===== src/design/abc_pkg.sv =====
// shared types, constants and microcode program for the adaptive backstepping controller
package abc_pkg;

    localparam int AXES    = 3;
    localparam int IN_W    = 32;
    localparam int DRV_W   = 32;
    localparam int DIST_W  = 21;
    localparam int TGT_W   = 20;
    localparam int GAIN_W  = 24;
    localparam int FRAC_W  = 16;
    localparam int SPLIT_W = 24;
    localparam int OPA_W   = IN_W + 1;
    localparam int ACC_W   = OPA_W + GAIN_W + 1;
    localparam int STEP_W  = 4;
    localparam int ADDR_W  = 4;
    localparam int DATA_W  = 32;

    localparam logic [GAIN_W-1:0] RST_POS_GAIN    = GAIN_W'(65536);
    localparam logic [GAIN_W-1:0] RST_VEL_GAIN    = GAIN_W'(131072);
    localparam logic [GAIN_W-1:0] RST_ADAPT_GAIN  = GAIN_W'(32768);
    localparam logic [GAIN_W-1:0] RST_STEP_PERIOD = GAIN_W'(167772);

    localparam logic signed [ACC_W-1:0] DRV_MAX = ACC_W'(2147483647);
    localparam logic signed [ACC_W-1:0] DRV_MIN = -DRV_MAX - 1;
    localparam logic signed [ACC_W-1:0] D_LIMIT = ACC_W'(655360);
    localparam logic signed [ACC_W-1:0] V_LIMIT = ACC_W'(327680);

    typedef enum logic [2:0] {
        A_PE,
        A_VE,
        A_LO16,
        A_HI16,
        A_LO24,
        A_HI24
    } a_sel_t;

    typedef enum logic [1:0] {
        B_K1,
        B_K2,
        B_GAIN,
        B_DT
    } b_sel_t;

    typedef enum logic [2:0] {
        ACC_HOLD,
        ACC_LOAD,
        ACC_SH16,
        ACC_SH24,
        ACC_DIFF
    } acc_op_t;

    typedef enum logic [2:0] {
        WR_NONE,
        WR_DRIVE,
        WR_DIST,
        WR_TGT,
        WR_CLEAR
    } wr_op_t;

    typedef enum logic [1:0] {
        SQ_NEXT,
        SQ_BR_CLEAR,
        SQ_JUMP,
        SQ_DONE
    } seq_op_t;

    typedef enum logic [1:0] {
        REG_POS_GAIN,
        REG_VEL_GAIN,
        REG_ADAPT_GAIN,
        REG_STEP_PERIOD
    } reg_idx_t;

    typedef struct packed {
        a_sel_t  a_sel;
        b_sel_t  b_sel;
        acc_op_t acc_op;
        logic    tmp_we;
        wr_op_t  wr_op;
    } lane_ctrl_t;

    typedef struct packed {
        lane_ctrl_t        lane;
        seq_op_t           seq_op;
        logic [STEP_W-1:0] target;
    } ucode_t;

    typedef struct packed {
        logic [GAIN_W-1:0] k1;
        logic [GAIN_W-1:0] k2;
        logic [GAIN_W-1:0] gain;
        logic [GAIN_W-1:0] dt;
    } gains_t;

    localparam lane_ctrl_t LANE_NOP = '{A_PE, B_K1, ACC_HOLD, 1'b0, WR_NONE};

    localparam logic [STEP_W-1:0] STEP_PUBLISH = STEP_W'(11);
    localparam logic [STEP_W-1:0] STEP_CLEAR   = STEP_W'(12);

    function automatic ucode_t ucode_rom(input logic [STEP_W-1:0] addr);
        ucode_t w;
        w = '{LANE_NOP, SQ_NEXT, '0};
        unique case (addr)
            // k1*pe, branch off for a clear item
            STEP_W'(0):
            begin
                w.lane   = '{A_PE, B_K1, ACC_LOAD, 1'b0, WR_NONE};
                w.seq_op = SQ_BR_CLEAR;
                w.target = STEP_CLEAR;
            end
            // z2 = floor(k1*pe) + ve - dv
            STEP_W'(1):  w.lane = '{A_PE, B_K1, ACC_DIFF, 1'b1, WR_NONE};
            // kz = floor(k2*z2)
            STEP_W'(2):  w.lane = '{A_LO16, B_K2, ACC_LOAD, 1'b0, WR_NONE};
            STEP_W'(3):  w.lane = '{A_HI16, B_K2, ACC_SH16, 1'b0, WR_NONE};
            // drive out, start gain*pe
            STEP_W'(4):  w.lane = '{A_PE, B_GAIN, ACC_LOAD, 1'b1, WR_DRIVE};
            STEP_W'(5):  w.lane = '{A_LO24, B_DT, ACC_LOAD, 1'b0, WR_NONE};
            STEP_W'(6):  w.lane = '{A_HI24, B_DT, ACC_SH24, 1'b0, WR_NONE};
            // disturbance update, start gain*ve
            STEP_W'(7):  w.lane = '{A_VE, B_GAIN, ACC_LOAD, 1'b1, WR_DIST};
            STEP_W'(8):  w.lane = '{A_LO24, B_DT, ACC_LOAD, 1'b0, WR_NONE};
            STEP_W'(9):  w.lane = '{A_HI24, B_DT, ACC_SH24, 1'b0, WR_NONE};
            STEP_W'(10): w.lane = '{A_PE, B_K1, ACC_HOLD, 1'b0, WR_TGT};
            STEP_PUBLISH: w.seq_op = SQ_DONE;
            STEP_CLEAR:
            begin
                w.lane   = '{A_PE, B_K1, ACC_HOLD, 1'b0, WR_CLEAR};
                w.seq_op = SQ_JUMP;
                w.target = STEP_PUBLISH;
            end
            default:
            begin
                w.seq_op = SQ_JUMP;
                w.target = STEP_PUBLISH;
            end
        endcase
        return w;
    endfunction

endpackage


===== src/design/abc_seq.sv =====
// microcode sequencer: step counter, program rom and branch logic
module abc_seq (
    input  logic                clk,
    input  logic                rst_n,
    input  logic                start,
    input  logic                action,
    input  logic                pub_ok,
    output abc_pkg::lane_ctrl_t ctrl,
    output logic                busy,
    output logic                publish
);
    import abc_pkg::*;

    logic [STEP_W-1:0] step_reg;
    logic [STEP_W-1:0] step_next;
    logic              busy_reg;
    logic              busy_next;
    logic              action_reg;
    logic              action_next;
    ucode_t            uw;

    assign uw      = ucode_rom(step_reg);
    assign busy    = busy_reg;
    assign ctrl    = busy_reg ? uw.lane : LANE_NOP;
    assign publish = busy_reg && (uw.seq_op == SQ_DONE) && pub_ok;

    always_comb
    begin
        step_next   = step_reg;
        busy_next   = busy_reg;
        action_next = action_reg;
        if (!busy_reg)
        begin
            if (start)
            begin
                busy_next   = 1'b1;
                step_next   = '0;
                action_next = action;
            end
        end
        else
        begin
            unique case (uw.seq_op)
                SQ_NEXT:     step_next = step_reg + STEP_W'(1);
                SQ_BR_CLEAR: step_next = action_reg ? uw.target : step_reg + STEP_W'(1);
                SQ_JUMP:     step_next = uw.target;
                SQ_DONE:
                begin
                    if (pub_ok)
                    begin
                        busy_next = 1'b0;
                        step_next = '0;
                    end
                end
                default:     step_next = uw.target;
            endcase
        end
    end

    always_ff @(posedge clk or negedge rst_n)
    begin
        if (!rst_n)
        begin
            step_reg   <= '0;
            busy_reg   <= 1'b0;
            action_reg <= 1'b0;
        end
        else
        begin
            step_reg   <= step_next;
            busy_reg   <= busy_next;
            action_reg <= action_next;
        end
    end

    a_idle_at_entry: assert property (@(posedge clk) disable iff (!rst_n)
        !busy_reg |-> step_reg == '0)
        else $error("sequencer idle away from entry step");

    a_start: assert property (@(posedge clk) disable iff (!rst_n)
        start && !busy_reg |=> busy_reg && step_reg == '0)
        else $error("start did not enter program");

    a_publish_ends: assert property (@(posedge clk) disable iff (!rst_n)
        publish |=> !busy_reg)
        else $error("sequencer still busy after publish");

endmodule


===== config.mk =====
export PLATFORM = sky130hd
export DESIGN_NAME = abc_seq
export DESIGN_NICKNAME = d
export VERILOG_FILES = /design/src/design/abc_pkg.sv /design/src/design/abc_seq.sv
export SDC_FILE = /design/constraint.sdc
export NUM_CORES = 1
export LEC_CHECK = 0
export BUFFER_PORTS_ARGS = -buffer_cell sky130_fd_sc_hd__clkbuf_2
export CORE_ASPECT_RATIO = 1.1
export CORE_MARGIN = 1
export CORE_UTILIZATION = 30
export DETAILED_ROUTE_END_ITERATION = 8
export GPL_TIMING_DRIVEN = 0
export PLACE_DENSITY = 0.63
export SYNTH_ARGS = -nofsm -noshare
export SYNTH_HDL_FRONTEND = slang
export SYNTH_SLANG_ARGS = --single-unit

===== constraint.sdc =====
create_clock -name clk -period 3.12 [get_ports clk]
set_clock_uncertainty 0.05 [all_clocks]
set_input_delay 0 -clock clk [delete_from_list [all_inputs] [get_ports clk]]
set_output_delay 0 -clock clk [all_outputs]
set_load 0.02 [all_outputs]

== Yosys cells after proc, flatten, opt, wreduce, memory -nomap -nowiden ==
Cells that the tools add are included.
Storage, ports and cells
  flip-flop bits (word level): 6
  input bits: 5
  output and inout bits: 14
  logic and storage cells: 45
Cells by class
  $add $sub $neg: 1
  equal/unequal tests: 16
  multiplexer cells: 13
  bitwise operators: 1
  reductions and logical operators: 11
Operators with widths (number)
  case mux 12 bit (10 select lines): 1
  == test 4 bit (second input constant): 5
  == test 4 x 3 -> 1 bit (second input constant): 4
  two-way mux 4 bit: 4
  case mux 4 bit (4 select lines): 1
  two-way mux 12 bit: 1
  OR reduction 11 bit: 1
  OR reduction 10 bit: 1
  == test 4 x 2 -> 1 bit (second input constant): 2
  case mux 4 bit (2 select lines): 1
  case mux 2 bit (3 select lines): 1
  adder 4 x 1 -> 4 bit (second input constant): 1
  == test 2 bit (second input constant): 2
  == test 4 x 1 -> 1 bit (second input constant): 1
  logical NOT 4 bit: 1
  two-way mux 1 bit: 4
  AND reduction 2 bit: 2
  OR reduction 2 bit: 2
  inequality test 3 bit (second input constant): 1
  == test 2 x 1 -> 1 bit (second input constant): 1
  logical AND 1 bit: 2
  logical NOT 2 bit: 1
  nonzero test 2 bit: 1
  inverter 1 bit: 1

== Depth between registers and ports, before layout ==
  depth after elaboration: 6
  mapped depth: 6
  mapped depth without buffers: 5

== Least setup slack after synthesis ==
No wires, ideal clock.
  path type: reg-to-output
  start point: register step_reg[0]
  end point: output ctrl[3] (netlist name)
  data arrival time: 1.525 ns
  required time: 3.070 ns
  setup slack: 1.545 ns
  cell stages (with the launch flop): 6
  buffers on the path: 1
  cells stage by stage: dfrtp_1 -> inv_1 -> ha_1 -> clkbuf_1 -> nor2_1 -> a211oi_1
RTL lines
  start, declared: RTL line abc_seq.sv:14  | logic [STEP_W-1:0] step_reg;
  start signal, assigned: RTL line abc_seq.sv:70  | step_reg <= step_next;
  end, declared: RTL line abc_seq.sv:8  | output abc_pkg::lane_ctrl_t ctrl,

==> results.sh <==
export IMPL_synth_edf_count=0
export IMPL_die_area_um2=2359
export IMPL_tightest_slew_ns=0.3644
export IMPL_core_um2=2021
export IMPL_p_seq_frac=0.146
export IMPL_die_w_um=46.40
export IMPL_cts_buffers_inserted=3
export IMPL_cts_hold_buf=3
export IMPL_vias=676
export IMPL_path_max_fanout=9
export IMPL_cap_violations=0
export IMPL_cp_arrival_ns=1.88
export IMPL_max_freq_ghz=0.5190
export IMPL_yosysSeqAreaShare=0.2308
export IMPL_clk_pin_slew_ns=0.05
export IMPL_power_density_nw_per_um2=1274
export IMPL_cp_start_kind="flop"
export IMPL_synthCells=83
export IMPL_grt_setup_unrepaired="false"
export IMPL_synth_area_um2=650.6
export IMPL_synth_cell_type_count=34
export IMPL_final_common_cell="clkbuf_2"
export IMPL_grt_overflow_total=0
export IMPL_post_cts_buffers=0
export IMPL_cellInternalPower_uw=505.2
export IMPL_hpwl_um=1212
export IMPL_synth_top_area_cell="dfrtp_1"
export IMPL_status="finished clean"
export IMPL_numPortBuffers=18
export IMPL_synth_net_count=92
export IMPL_slew_headroom=0.7571
export IMPL_slowest_delay_ns=0.41
export IMPL_synth_top_area_share=0.2308
export IMPL_grt_max_degree=11
export IMPL_mostFrequentLayoutCells="clkbuf_2, nor2_1, dfrtp_1"
export IMPL_criticalPathCategory="flop to output pin"
export IMPL_cts_root_buf="clkbuf_4"
export IMPL_cts_buffer_depth=2
export IMPL_fin_crit_ns=1.927
export IMPL_hold_path_class="input port to flop"
export IMPL_report_power_total_mw=1.056
export IMPL_cp_slowest_cell="dfrtp_1"
export IMPL_drc=0
export IMPL_synth_main_ff_cell="dfrtp_1"
export IMPL_finalSetupTns_ns=0
export IMPL_cts_htree_levels=1
export IMPL_cts_resized_gates=0
export IMPL_largest_reg_flops=4
export IMPL_async_flop_share=1.000
export IMPL_drtPass1Iterations=4
export IMPL_cts_sinks=6
export IMPL_antenna_left=0
export IMPL_ios=19
export IMPL_layout_drive_gt1_share=0.2710
export IMPL_routabilityCongestion=0.8058
export IMPL_cts_tree="yes"
export IMPL_area_delta_synth_final_pct=27.31
export IMPL_initial_core_util=0.3220
export IMPL_clock_latency_ns=0.25
export IMPL_p_leak_nw=0.3981
export IMPL_fp_dieH_um=50.84
export IMPL_grt_antenna_before_repair=0
export IMPL_yosysWarnings=0
export IMPL_grt_pass1_wl_um=2539
export IMPL_layout_nets=118
export IMPL_grt_pass1_vias=574
export IMPL_rows=17
export IMPL_syn_area_per_cell_um2=7.839
export IMPL_synth_area_top_cells="dfrtp_1, ha_1, nor2_1"
export IMPL_setup_viol=0
export IMPL_viasPerCell=5.007
export IMPL_swShare=0.5214
export IMPL_finalCritPeriodShare=0.6176
export IMPL_wl_per_cell_um=11.58
export IMPL_crit_required_ns=3.07
export IMPL_power_frac_comb=0.786
export IMPL_finalHoldViolCount=0
export IMPL_worst_ir_drop_vdd_mv=0.4549
export IMPL_final_max_slew_viol_count=0
export IMPL_clkPwrFrac=0.068
export IMPL_grt_usage=0.1501
export IMPL_worstSetupEndpointType="output pin"
export IMPL_detail_route_iter0_violations=29
export IMPL_cp_cell_sequence="inv_1 > ha_1 > clkbuf_1 > nor2_1 > o22ai_1 > o21a_1 > clkbuf_2"
export IMPL_ys_seq_elements=6
export IMPL_wirelength_um=1563
export IMPL_switchingPower_uw=550.4
export IMPL_n_antenna_cell=0
logic make-up after synthesis:
group,synth area share
flops,0.2308
mux,0.03269
buf+inv,0.09423
simple gates,0.2692
compound gates,0.2961
fa+ha+maj,0.07693
synth_stat cells, types with 2 or more instances:
cell	count
nor2_1	11
dfrtp_1	6
a21oi_1	4
and2_1	4
buf_4	4
ha_1	4
nand2_1	4
nand2b_1	4
o21ai_0	4
nor2b_1	3
a21boi_0	2
a21o_1	2
a221o_1	2
a32o_1	2
and3_1	2
clkbuf_1	2
inv_1	2
nand3_1	2
o21a_1	2
o21ai_1	2
o22ai_1	2
metal layers:
layer / share of wire / GRT usage
met1: 0.46 / 0.1856
met2: 0.49 / 0.2384
met3: 0.042 / 0.04240
met4: 0.015 / 0.05882
met5: 0 / 0
critical path: cells and delay by family (launching register included):
| family | cells | cell delay [ns] |
|---|---|---|
| AOI/OAI and AO/OA | 2 | 0.40 |
| adders and majority gates | 1 | 0.15 |
| buffers and inverters | 3 | 0.58 |
| DFF | 1 | 0.41 |
| and+or+nand+nor | 1 | 0.10 |
layout make-up:
type | count | area (um^2)
Buffer | 8 | 53.80
Clock buffer | 3 | 22.52
Fill cell | 209 | 1192
Inverter | 2 | 7.507
Multi-Input combinational cell | 67 | 439.2
Sequential cell | 6 | 150.1
Tap cell | 28 | 35.03
Timing Repair Buffer | 21 | 120.1
metrics by stage:
stage | std cells | setup slack [ns] | hold slack (ns) | utilization | area (um^2)
3_3_place_gp | 129 | 1.473 | -0.2175 | 0.3839 | 775.7
6_report | 135 | 1.193 | 0.05174 | 0.4099 | 828.3
2_1_floorplan | 83 | 1.545 | -0.3456 | - | 650.6
3_5_place_dp | 129 | 1.447 | -0.2138 | 0.3839 | 775.7
4_1_cts | 135 | 1.185 | 0.04917 | 0.4099 | 828.3
5_1_grt | 135 | 1.017 | 0.06766 | 0.4099 | 828.3
worst paths after layout:
path | start | endpoint | slack (ns) | cells after the start
max | step_reg[1]$_DFFE_PN0P_ | ctrl[7] | 1.19 | 7
max in group asynchronous | rst_n | action_reg$_DFFE_PN0P_ | 2.80 | 2
min in group asynchronous | rst_n | step_reg[3]$_DFFE_PN0P_ | 0.06 | 2
max reg2reg | step_reg[0]$_DFFE_PN0P_ | step_reg[3]$_DFFE_PN0P_ | 1.44 | 5
min reg2reg | action_reg$_DFFE_PN0P_ | action_reg$_DFFE_PN0P_ | 0.53 | 1
min | start | busy$_DFF_PN0_ | 0.05 | 3
power groups by stage:
stage	Combinational, mW	Clock [mW]	Sequential (mW)
3_5_place_dp	0.824	0	0.155
2_1_floorplan	0.627	0	0.151
6_report	0.830	0.0713	0.154
5_1_grt	0.929	0.0799	0.158
4_1_cts	0.831	0.0735	0.154
3_3_place_gp	0.817	0	0.153
(Power assumes the default switching activity.)
