## config.mk

```make
export PLATFORM = sky130hd
export DESIGN_NAME = abc_regs
export DESIGN_NICKNAME = d
export VERILOG_FILES = /design/src/design/abc_pkg.sv /design/src/design/abc_regs.sv
export SDC_FILE = /design/constraint.sdc
export NUM_CORES = 1
export LEC_CHECK = 0
export BUFFER_PORTS_ARGS = -buffer_cell sky130_fd_sc_hd__buf_2
export CORE_ASPECT_RATIO = 1.4
export CORE_MARGIN = 8
export CORE_UTILIZATION = 32
export CTS_CLUSTER_SIZE = 25
export DETAILED_ROUTE_END_ITERATION = 6
export GPL_TIMING_DRIVEN = 0
export HOLD_SLACK_MARGIN = 0.15
export PLACE_DENSITY = 0.57
export SYNTH_ARGS = -nofsm -noshare
export SYNTH_HDL_FRONTEND = slang
export SYNTH_SLANG_ARGS = --single-unit
```

## constraint.sdc

```tcl
create_clock -name clk -period 3.5 [get_ports clk]
set_input_delay 0.7 -clock clk [delete_from_list [all_inputs] [get_ports clk]]
set_output_delay 0.7 -clock clk [all_outputs]
set_load 0.02 [all_outputs]
```

## src/design/abc_pkg.sv

```systemverilog
// shared types, constants and microcode program for the adaptive backstepping controller
package abc_pkg;

    localparam int AXES    = 3;
    localparam int IN_W    = 32;
    localparam int DRV_W   = 32;
    localparam int DIST_W  = 21;
    localparam int TGT_W   = 20;
    localparam int GAIN_W  = 24;
    localparam int FRAC_W  = 16;
    localparam int SPLIT_W = 24;
    localparam int OPA_W   = IN_W + 1;
    localparam int ACC_W   = OPA_W + GAIN_W + 1;
    localparam int STEP_W  = 4;
    localparam int ADDR_W  = 4;
    localparam int DATA_W  = 32;

    localparam logic [GAIN_W-1:0] RST_POS_GAIN    = GAIN_W'(65536);
    localparam logic [GAIN_W-1:0] RST_VEL_GAIN    = GAIN_W'(131072);
    localparam logic [GAIN_W-1:0] RST_ADAPT_GAIN  = GAIN_W'(32768);
    localparam logic [GAIN_W-1:0] RST_STEP_PERIOD = GAIN_W'(167772);

    localparam logic signed [ACC_W-1:0] DRV_MAX = ACC_W'(2147483647);
    localparam logic signed [ACC_W-1:0] DRV_MIN = -DRV_MAX - 1;
    localparam logic signed [ACC_W-1:0] D_LIMIT = ACC_W'(655360);
    localparam logic signed [ACC_W-1:0] V_LIMIT = ACC_W'(327680);

    typedef enum logic [2:0] {
        A_PE,
        A_VE,
        A_LO16,
        A_HI16,
        A_LO24,
        A_HI24
    } a_sel_t;

    typedef enum logic [1:0] {
        B_K1,
        B_K2,
        B_GAIN,
        B_DT
    } b_sel_t;

    typedef enum logic [2:0] {
        ACC_HOLD,
        ACC_LOAD,
        ACC_SH16,
        ACC_SH24,
        ACC_DIFF
    } acc_op_t;

    typedef enum logic [2:0] {
        WR_NONE,
        WR_DRIVE,
        WR_DIST,
        WR_TGT,
        WR_CLEAR
    } wr_op_t;

    typedef enum logic [1:0] {
        SQ_NEXT,
        SQ_BR_CLEAR,
        SQ_JUMP,
        SQ_DONE
    } seq_op_t;

    typedef enum logic [1:0] {
        REG_POS_GAIN,
        REG_VEL_GAIN,
        REG_ADAPT_GAIN,
        REG_STEP_PERIOD
    } reg_idx_t;

    typedef struct packed {
        a_sel_t  a_sel;
        b_sel_t  b_sel;
        acc_op_t acc_op;
        logic    tmp_we;
        wr_op_t  wr_op;
    } lane_ctrl_t;

    typedef struct packed {
        lane_ctrl_t        lane;
        seq_op_t           seq_op;
        logic [STEP_W-1:0] target;
    } ucode_t;

    typedef struct packed {
        logic [GAIN_W-1:0] k1;
        logic [GAIN_W-1:0] k2;
        logic [GAIN_W-1:0] gain;
        logic [GAIN_W-1:0] dt;
    } gains_t;

    localparam lane_ctrl_t LANE_NOP = '{A_PE, B_K1, ACC_HOLD, 1'b0, WR_NONE};

    localparam logic [STEP_W-1:0] STEP_PUBLISH = STEP_W'(11);
    localparam logic [STEP_W-1:0] STEP_CLEAR   = STEP_W'(12);

    function automatic ucode_t ucode_rom(input logic [STEP_W-1:0] addr);
        ucode_t w;
        w = '{LANE_NOP, SQ_NEXT, '0};
        unique case (addr)
            // k1*pe, branch off for a clear item
            STEP_W'(0):
            begin
                w.lane   = '{A_PE, B_K1, ACC_LOAD, 1'b0, WR_NONE};
                w.seq_op = SQ_BR_CLEAR;
                w.target = STEP_CLEAR;
            end
            // z2 = floor(k1*pe) + ve - dv
            STEP_W'(1):  w.lane = '{A_PE, B_K1, ACC_DIFF, 1'b1, WR_NONE};
            // kz = floor(k2*z2)
            STEP_W'(2):  w.lane = '{A_LO16, B_K2, ACC_LOAD, 1'b0, WR_NONE};
            STEP_W'(3):  w.lane = '{A_HI16, B_K2, ACC_SH16, 1'b0, WR_NONE};
            // drive out, start gain*pe
            STEP_W'(4):  w.lane = '{A_PE, B_GAIN, ACC_LOAD, 1'b1, WR_DRIVE};
            STEP_W'(5):  w.lane = '{A_LO24, B_DT, ACC_LOAD, 1'b0, WR_NONE};
            STEP_W'(6):  w.lane = '{A_HI24, B_DT, ACC_SH24, 1'b0, WR_NONE};
            // disturbance update, start gain*ve
            STEP_W'(7):  w.lane = '{A_VE, B_GAIN, ACC_LOAD, 1'b1, WR_DIST};
            STEP_W'(8):  w.lane = '{A_LO24, B_DT, ACC_LOAD, 1'b0, WR_NONE};
            STEP_W'(9):  w.lane = '{A_HI24, B_DT, ACC_SH24, 1'b0, WR_NONE};
            STEP_W'(10): w.lane = '{A_PE, B_K1, ACC_HOLD, 1'b0, WR_TGT};
            STEP_PUBLISH: w.seq_op = SQ_DONE;
            STEP_CLEAR:
            begin
                w.lane   = '{A_PE, B_K1, ACC_HOLD, 1'b0, WR_CLEAR};
                w.seq_op = SQ_JUMP;
                w.target = STEP_PUBLISH;
            end
            default:
            begin
                w.seq_op = SQ_JUMP;
                w.target = STEP_PUBLISH;
            end
        endcase
        return w;
    endfunction

endpackage

```

## src/design/abc_regs.sv

```systemverilog
// apb configuration registers for the controller gains and period
module abc_regs (
    input  logic                        clk,
    input  logic                        rst_n,
    input  logic                        psel,
    input  logic                        penable,
    input  logic                        pwrite,
    input  logic [abc_pkg::ADDR_W-1:0]  paddr,
    input  logic [abc_pkg::DATA_W-1:0]  pwdata,
    output logic [abc_pkg::DATA_W-1:0]  prdata,
    output logic                        pready,
    output abc_pkg::gains_t             gains
);
    import abc_pkg::*;

    gains_t   gains_reg;
    gains_t   gains_next;
    reg_idx_t idx;
    logic     wr_en;

    assign idx    = reg_idx_t'(paddr[ADDR_W-1:2]);
    assign wr_en  = psel && penable && pwrite;
    assign pready = 1'b1;
    assign gains  = gains_reg;

    always_comb
    begin
        gains_next = gains_reg;
        if (wr_en)
        begin
            unique case (idx)
                REG_POS_GAIN:    gains_next.k1   = pwdata[GAIN_W-1:0];
                REG_VEL_GAIN:    gains_next.k2   = pwdata[GAIN_W-1:0];
                REG_ADAPT_GAIN:  gains_next.gain = pwdata[GAIN_W-1:0];
                REG_STEP_PERIOD: gains_next.dt   = pwdata[GAIN_W-1:0];
                default:         gains_next      = gains_reg;
            endcase
        end
    end

    always_comb
    begin
        unique case (idx)
            REG_POS_GAIN:    prdata = DATA_W'(gains_reg.k1);
            REG_VEL_GAIN:    prdata = DATA_W'(gains_reg.k2);
            REG_ADAPT_GAIN:  prdata = DATA_W'(gains_reg.gain);
            REG_STEP_PERIOD: prdata = DATA_W'(gains_reg.dt);
            default:         prdata = '0;
        endcase
    end

    always_ff @(posedge clk or negedge rst_n)
    begin
        if (!rst_n)
        begin
            gains_reg <= '{RST_POS_GAIN, RST_VEL_GAIN, RST_ADAPT_GAIN, RST_STEP_PERIOD};
        end
        else
        begin
            gains_reg <= gains_next;
        end
    end

endmodule

```

* Word level (Yosys, flattened, before mapping)
Cells that the tools add are included.
** Cells by class
- Equal/unequal tests :: 3
- Mux-type cells :: 1
- Reduce and logical (&&, ||, !) cells :: 7
** Operators with widths (count)
- $pmux 32 s4 :: 1
- $reduce_and 2->1 :: 4
- $eq 2x2->1 const B :: 2
- $eq 2x1->1 const B :: 1
- $logic_and 1x1->1 :: 2
- $logic_not 2->1 :: 1
** Storage, ports and cells
- Bits in registers :: 96
- Input bits :: 41
- Logic and storage cells :: 15

* Longest topological paths before layout
Gate-level depths: netlist of run 1.
- Depth in word-level cells :: 3
- Gate-level depth with buffers :: 6

* Worst setup path before layout of run 1
Ideal clock, no wire load.
- Path kind :: input port to output port
- Start :: input paddr[2] (netlist bit)
- End :: output prdata[0] (netlist bit)
- Data arrival time :: 1.722 ns
- Data required time :: 2.800 ns
- Setup slack :: 1.078 ns
- Stages :: 3
- Path buffers :: 2
- Cell sequence :: buf_6 > buf_2 > mux4_2
** Between the ends
- Word-level cells in the longest chain between the ends :: 2
- Elaborated cells on any way between the ends :: 5
** RTL lines
- start: declaration :: line abc_regs.sv:8 : input logic [abc_pkg::ADDR_W-1:0] paddr,
- $eq 2x2->1 (tied with other cells) :: line abc_regs.sv:43 : unique case (idx)
- $pmux 32 s4 (*) :: line abc_regs.sv:43
- end: declaration :: line abc_regs.sv:10 : output logic [abc_pkg::DATA_W-1:0] prdata,
Mark *: on every way between the ends. The rest lies on a longest branch, timed or not. The select of a mux whose other input is x is not followed.

* Worst setup path in the final report of run 1
- Start :: input paddr[3] (netlist bit)
- End :: output prdata[11] (netlist bit)
Same word-level chain as after synthesis.

==> flow_summary.yaml, run 1 <==
run_status:
  outcome: "finished, final reports clean"
yosys:
  synthDistinctLibCells: 18
  avgSynthCellArea_um2: 17.4
  yosysSeqAreaShare_pct: 55.7
  syn_area_um2: 4350
  synth_top_area_cell: "dfrtp_1"
  yosys-top-cells-area: "dfrtp_1 48%, mux2_2 20%, mux4_2 12%"
  synth.top_cell.area_share_pct: 47.8
  ys_ff_latch: 96
  synth_cells: 250
  synth_warnings: 0
flow_run:
  drv_cap: 0
drt:
  viasPerCell: 4.67
  ant_nets: 0
  dr.pass1.iters: 4
  vias: 2821
  avgRoutedWirePerCell_um: 19.6
  route.detailed.drc: 0
  drtIter0Drc: 85
  wl_um: 11900
critical_path:
  critical_path_required_ns: 2.80
  cp_num_buf_inv: 3
  path_class: "in -> out"
  r2r_cells: 1
  slowest_stage: "clkbuf_1"
  critical_path.top_delay_family: "buffers and inverters"
  rr_endpoint: "gains[93]"
  crit_path_start_kind: "primary input"
  path_max_fanout: 10
  r2r_start: "gains[93]"
  max_stage_delay_ns: 0.64
  r2r_slack_ns: 2.71
  startpoint: "paddr[3]"
  cp_num_cells: 4
  worstPathArrival_ns: 2.11
  path_cells: "buf_4 > clkbuf_1 > mux4_2 > buf_2"
  cp-end-kind: "output port"
global_route:
  grt_max_degree: 53
  grt_pass1_wl_um: 18600
  grt_pass1_vias: 3210
  gr-total-overflow: 0
  antenna_found_initial: 0
  grt_use_total_pct: 13.9
sta:
  fmax_mhz: 356
  worst_pin_slew_ns: 0.808
  layout_min_cycle_time_ns: 2.81
  final-hold-violation-count: 0
  fin_setup_tns_ns: 0
  fin_crit_sh_pct: 80.2
  setup_viol_count_final: 0
  clock_skew_ns: 0
  rsz0062_at_grt: "false"
  relSlewSlack_pct: 46.1
  slew_viol_final: 0
floorplanning:
  rows: 50
  core-area_um2: 13300
  dieArea_um2: 17600
  chipHeight_um: 154
  start_util_pct: 32.6
  ioPinCount: 170
  die_w_um: 114
power_and_ir_drop:
  p_per_area_nw_per_um2: 690
  peakVddDrop_mv: 0.243
  cellLeakagePower_nw: 2.78
  p_total_mw: 3.92
cts:
  cts_sinks: 96
  cts_tree: "built"
  htree_num_levels: 3
  post_cts_resized: 0
  ctsHoldBuffers: 0
  cts_buffers: 9
  post_cts_buffers: 0
  clock_path_buffers: 2
  clkTransAtPathRegs_ns: 0.07
  cts_root_buf: "clkbuf_16"
  clk_latency_ns: 0.33
place:
  gp_congestion: 0.709
  io_buffers: 148
  dp.cells: 588
  place_area_um2: 5370
  hpwl_um: 8710
final_layout:
  finalInstanceArea_um2: 5680
  fillers: 1266
  final_cells: 604
  area_delta_synth_final_pct: 30.7
  nets: 458
  ff_latch_area_um2: 2420
  multi_input_comb_area_um2: 1770
  largest_reg_flops: 96
  layout-drive-gt1-share_pct: 76.2
worst_hold_path:
  hp-class: "in -> async"
## logic make-up after synthesis
| group | share of synthesized area, % |
|---|---|
| buffers and inverters | 4.17 |
| DFF | 55.7 |
| muxes | 39.1 |
| and+or+nand+nor | 0.864 |
| other | 0.173 |
## layer usage
metal	GRT usage (%)	share of wire, %	vias to the layer above
met2	24.5	52	101
met1	15.3	39	1469
met5	0	0	-
met4	4.58	1.4	0
met3	4.47	7.9	11
li1	-	-	1240
## synthesized netlist by cell type
cell / n
nor3_2: 1
buf_4: 12
mux2_4: 20
nand4_1: 1
clkbuf_1: 2
or2_1: 1
buf_2: 7
mux4_2: 23
buf_6: 4
mux2_2: 76
inv_2: 1
dfrtp_1: 83
mux4_1: 1
or3_1: 1
conb_1: 2
dfstp_2: 13
nand3_1: 1
nor2_1: 1
## area by class of cell
cell class              count  share of cell area, %
diodes                      1                 0.0441
plain buffers              25                   3.13
clock buffers              11                   4.45
clock inverters             4                  0.926
inverters                   1                 0.0661
multi-input cells         135                   31.2
flip-flops and latches     96                   42.6
well taps                 182                   4.01
repair buffers            149                   13.6
## power by group
part / total [mW] / switching [mW] / internal, mW
combinational: 1.33 / 0.748 / 0.583
sequential: 1.58 / 0.188 / 1.40
clock: 1.00 / 0.411 / 0.592
## worst max-delay path by stage
| stage | end |
|---|---|
| 3_3_place_gp | prdata[11] |
| 5_1_grt | prdata[11] |
| 2_1_floorplan | prdata[0] |
| 6_report | prdata[11] |
| 3_5_place_dp | prdata[11] |
| 4_1_cts | prdata[11] |
## cells in the final DEF (no fill, tap or decap), drive strengths merged
| cell type | n |
|---|---|
| buf | 172 |
| mux2 | 96 |
| dfrtp | 83 |
| mux4 | 24 |
| dfstp | 13 |
| clkbuf | 13 |
| conb | 9 |
| inv | 2 |
| clkinv | 2 |
| diode | 1 |
| nand3 | 1 |
| nor3 | 1 |
| or3 | 1 |
| nand4 | 1 |
| nor2 | 1 |
| or2 | 1 |
| bufinv | 1 |
## through the flow
stage	hold slack (ns)	utilization [%]	worst slack [ns]
floorplan	0.404	-	1.08
global placement	0.504	40.1	0.666
detailed placement	0.514	40.3	0.638
CTS	0.385	42.6	0.637
global route	0.407	42.6	0.598
finish	0.374	42.6	0.694
Power figures use the tool's default switching activity.
==> run 2, diff against run 1 <==
- PLACE_DENSITY: 0.57 -> 0.6
- clock period: 3.5 -> 2.5 ns (I/O delays scaled with it)
==> run 2 against run 1 <==
Compared with the run above: combinational power increased by 38%; sequential share of layout area increased by 0.075 points; flip-flop and latch count unchanged; setup slack worse by 0.60 ns; cell count unchanged; core utilization fell by 0.075 points; critical path depth unchanged; sequential power rose by 41%; global-route usage decreased by 1.0 points; largest power group unchanged; highest routed layer unchanged.
==> flow_summary.yaml, run 2 (same netlist as run 1, synthesis figures left out) <==
run_status:
  outcome: "finished, final reports clean"
final_layout:
  layout_commonest_cell: "buf_2"
  nets: 458
  fillers: 1286
  ff_latch_area_um2: 2420
  layout-drive-gt1-share_pct: 76.1
  n_antenna_cell: 0
  largest_reg_flops: 96
  layout_common_cells: "154 x buf_2, 83 x dfrtp_1, 76 x mux2_2, 23 x mux4_2, 20 x mux2_4"
  area_delta_synth_final_pct: 30.4
  multi_input_comb_area_um2: 1770
  final_cells: 604
place:
  gp_congestion: 0.707
  dp.cells: 588
  hpwl_um: 8500
  io_buffers: 148
  post-place-ws_ns: 0.0909
cts:
  ctsHoldBuffers: 0
  clkTransAtPathRegs_ns: 0.07
  clk_latency_ns: 0.33
  cts_tree: "built"
  post_cts_resized: 0
  htree_num_levels: 3
  cts_root_buf: "clkbuf_16"
  post_cts_buffers: 0
  cts_sinks: 96
  clock_path_buffers: 2
  cts_buffers: 9
global_route:
  met1_usage_pct: 15.3
  gr-total-overflow: 0
  grt_pass1_vias: 3175
  busiest_layer: "met2"
  grt_max_degree: 52
  grt_use_total_pct: 12.9
  antenna_found_initial: 0
  grt_pass1_wl_um: 17700
  use_met2_pct: 21.3
  use_met3_pct: 3.84
power_and_ir_drop:
  peakVddDrop_mv: 0.348
  seqPwrFrac_pct: 40.9
  cellLeakagePower_nw: 2.77
  p_per_area_nw_per_um2: 960
  swShare_pct: 34.7
  power.share.combinational_pct: 33.9
  p_switching_mw: 1.89
  clock_power_share_pct: 25.2
  p_int_mw: 3.55
floorplanning:
  rows: 50
  die_w_um: 114
  dieArea_um2: 17600
  start_util_pct: 32.6
  core-area_um2: 13300
  ioPinCount: 170
  chipHeight_um: 154
flow_run:
  drv_cap: 0
critical_path:
  path_max_fanout: 10
  cp-end-kind: "output port"
  worstPathArrival_ns: 1.91
  slowest_stage: "clkbuf_1"
  critical_path_required_ns: 2.00
  path_class: "in -> out"
  path_cells: "buf_4 > clkbuf_1 > mux4_2 > buf_2"
  cp_num_buf_inv: 3
  crit_path_start_kind: "primary input"
  critical_path.top_delay_family: "buffers and inverters"
  max_stage_delay_ns: 0.65
drt:
  route.detailed.drc: 0
  dr.pass1.iters: 3
  drtIter0Drc: 84
  avgRoutedWirePerCell_um: 18.5
  viasPerCell: 4.61
  ant_nets: 0
  vias: 2784
  wl_um: 11200
sta:
  relSlewSlack_pct: 44.6
  fin_crit_sh_pct: 96.3
  setup_viol_count_final: 0
  fmax_mhz: 416
  final-hold-violation-count: 0
  fin_ws_ns: 0.0935
  slew_viol_final: 0
  layout_min_cycle_time_ns: 2.41
  clock_skew_ns: 0
  rsz0062_at_grt: "false"
  worst_pin_slew_ns: 0.831
worst_hold_path:
  hp-class: "in -> async"
[run 2: cell types whose count changed in the layout (fill, tap and decap cells not counted)]
cell	previous run	this run
clkinv_4	1	2
clkbuf_8	2	0
clkbuf_1	2	3
diode_2	1	0
clkinvlp_4	0	1
[run 2: power groups by stage]
stage / clock network, mW / logic [mW] / registers (mW)
after floorplan: 0 / 0.750 / 2.66
after global placement: 0 / 1.85 / 2.23
after detailed placement: 0 / 1.88 / 2.25
after CTS: 1.41 / 1.88 / 2.23
after global routing: 1.48 / 1.96 / 2.28
final: 1.37 / 1.84 / 2.22
[run 2: stage by stage]
stage | hold WS (ns) | setup TNS, ns | cell area (um2) | util [%] | power, mW
final | 0.171 | 0 | 5670 | 42.5 | 5.44
after global routing | 0.221 | 0 | 5670 | 42.5 | 5.73
after CTS | 0.184 | 0 | 5670 | 42.5 | 5.52
after detailed placement | 0.512 | 0 | 5370 | 40.3 | 4.13
after global placement | 0.501 | -0.326 | 5340 | 40.1 | 4.08
after floorplan | 0.204 | 0 | 4370 | - | 3.41
[run 2: per-layer routing]
metal	part of all wire (%)	wire [um]	vias to the layer above
met5	0	0	-
met4	1.4	155	0
met3	8.1	902	9
met2	49	5500	105
met1	41	4620	1426
li1	-	-	1244
[run 2: path summary, 6_finish.rpt]
| check | cells after the start | start | to | slack (ns) |
|---|---|---|---|---|
| min | 1 | rst_n | gains[54] | 0.17 |
| max | 4 | paddr[3] | prdata[12] | 0.09 |
| min in group clk | 2 | pwdata[6] | gains[54] | 0.44 |
| max reg2reg | 1 | gains[13] | gains[13] | 1.70 |
| max in group asynchronous | 2 | rst_n | gains[2] | 1.60 |
| min reg2reg | 1 | gains[50] | gains[50] | 0.53 |
[run 2: final cells by class]
type | count | area share [%]
plain buffers | 25 | 3.13
clock buffers | 10 | 4.04
clock inverters | 6 | 1.21
inverters | 1 | 0.0662
multi-input cells | 135 | 31.3
flip-flops and latches | 96 | 42.7
well taps | 182 | 4.02
repair buffers | 149 | 13.6
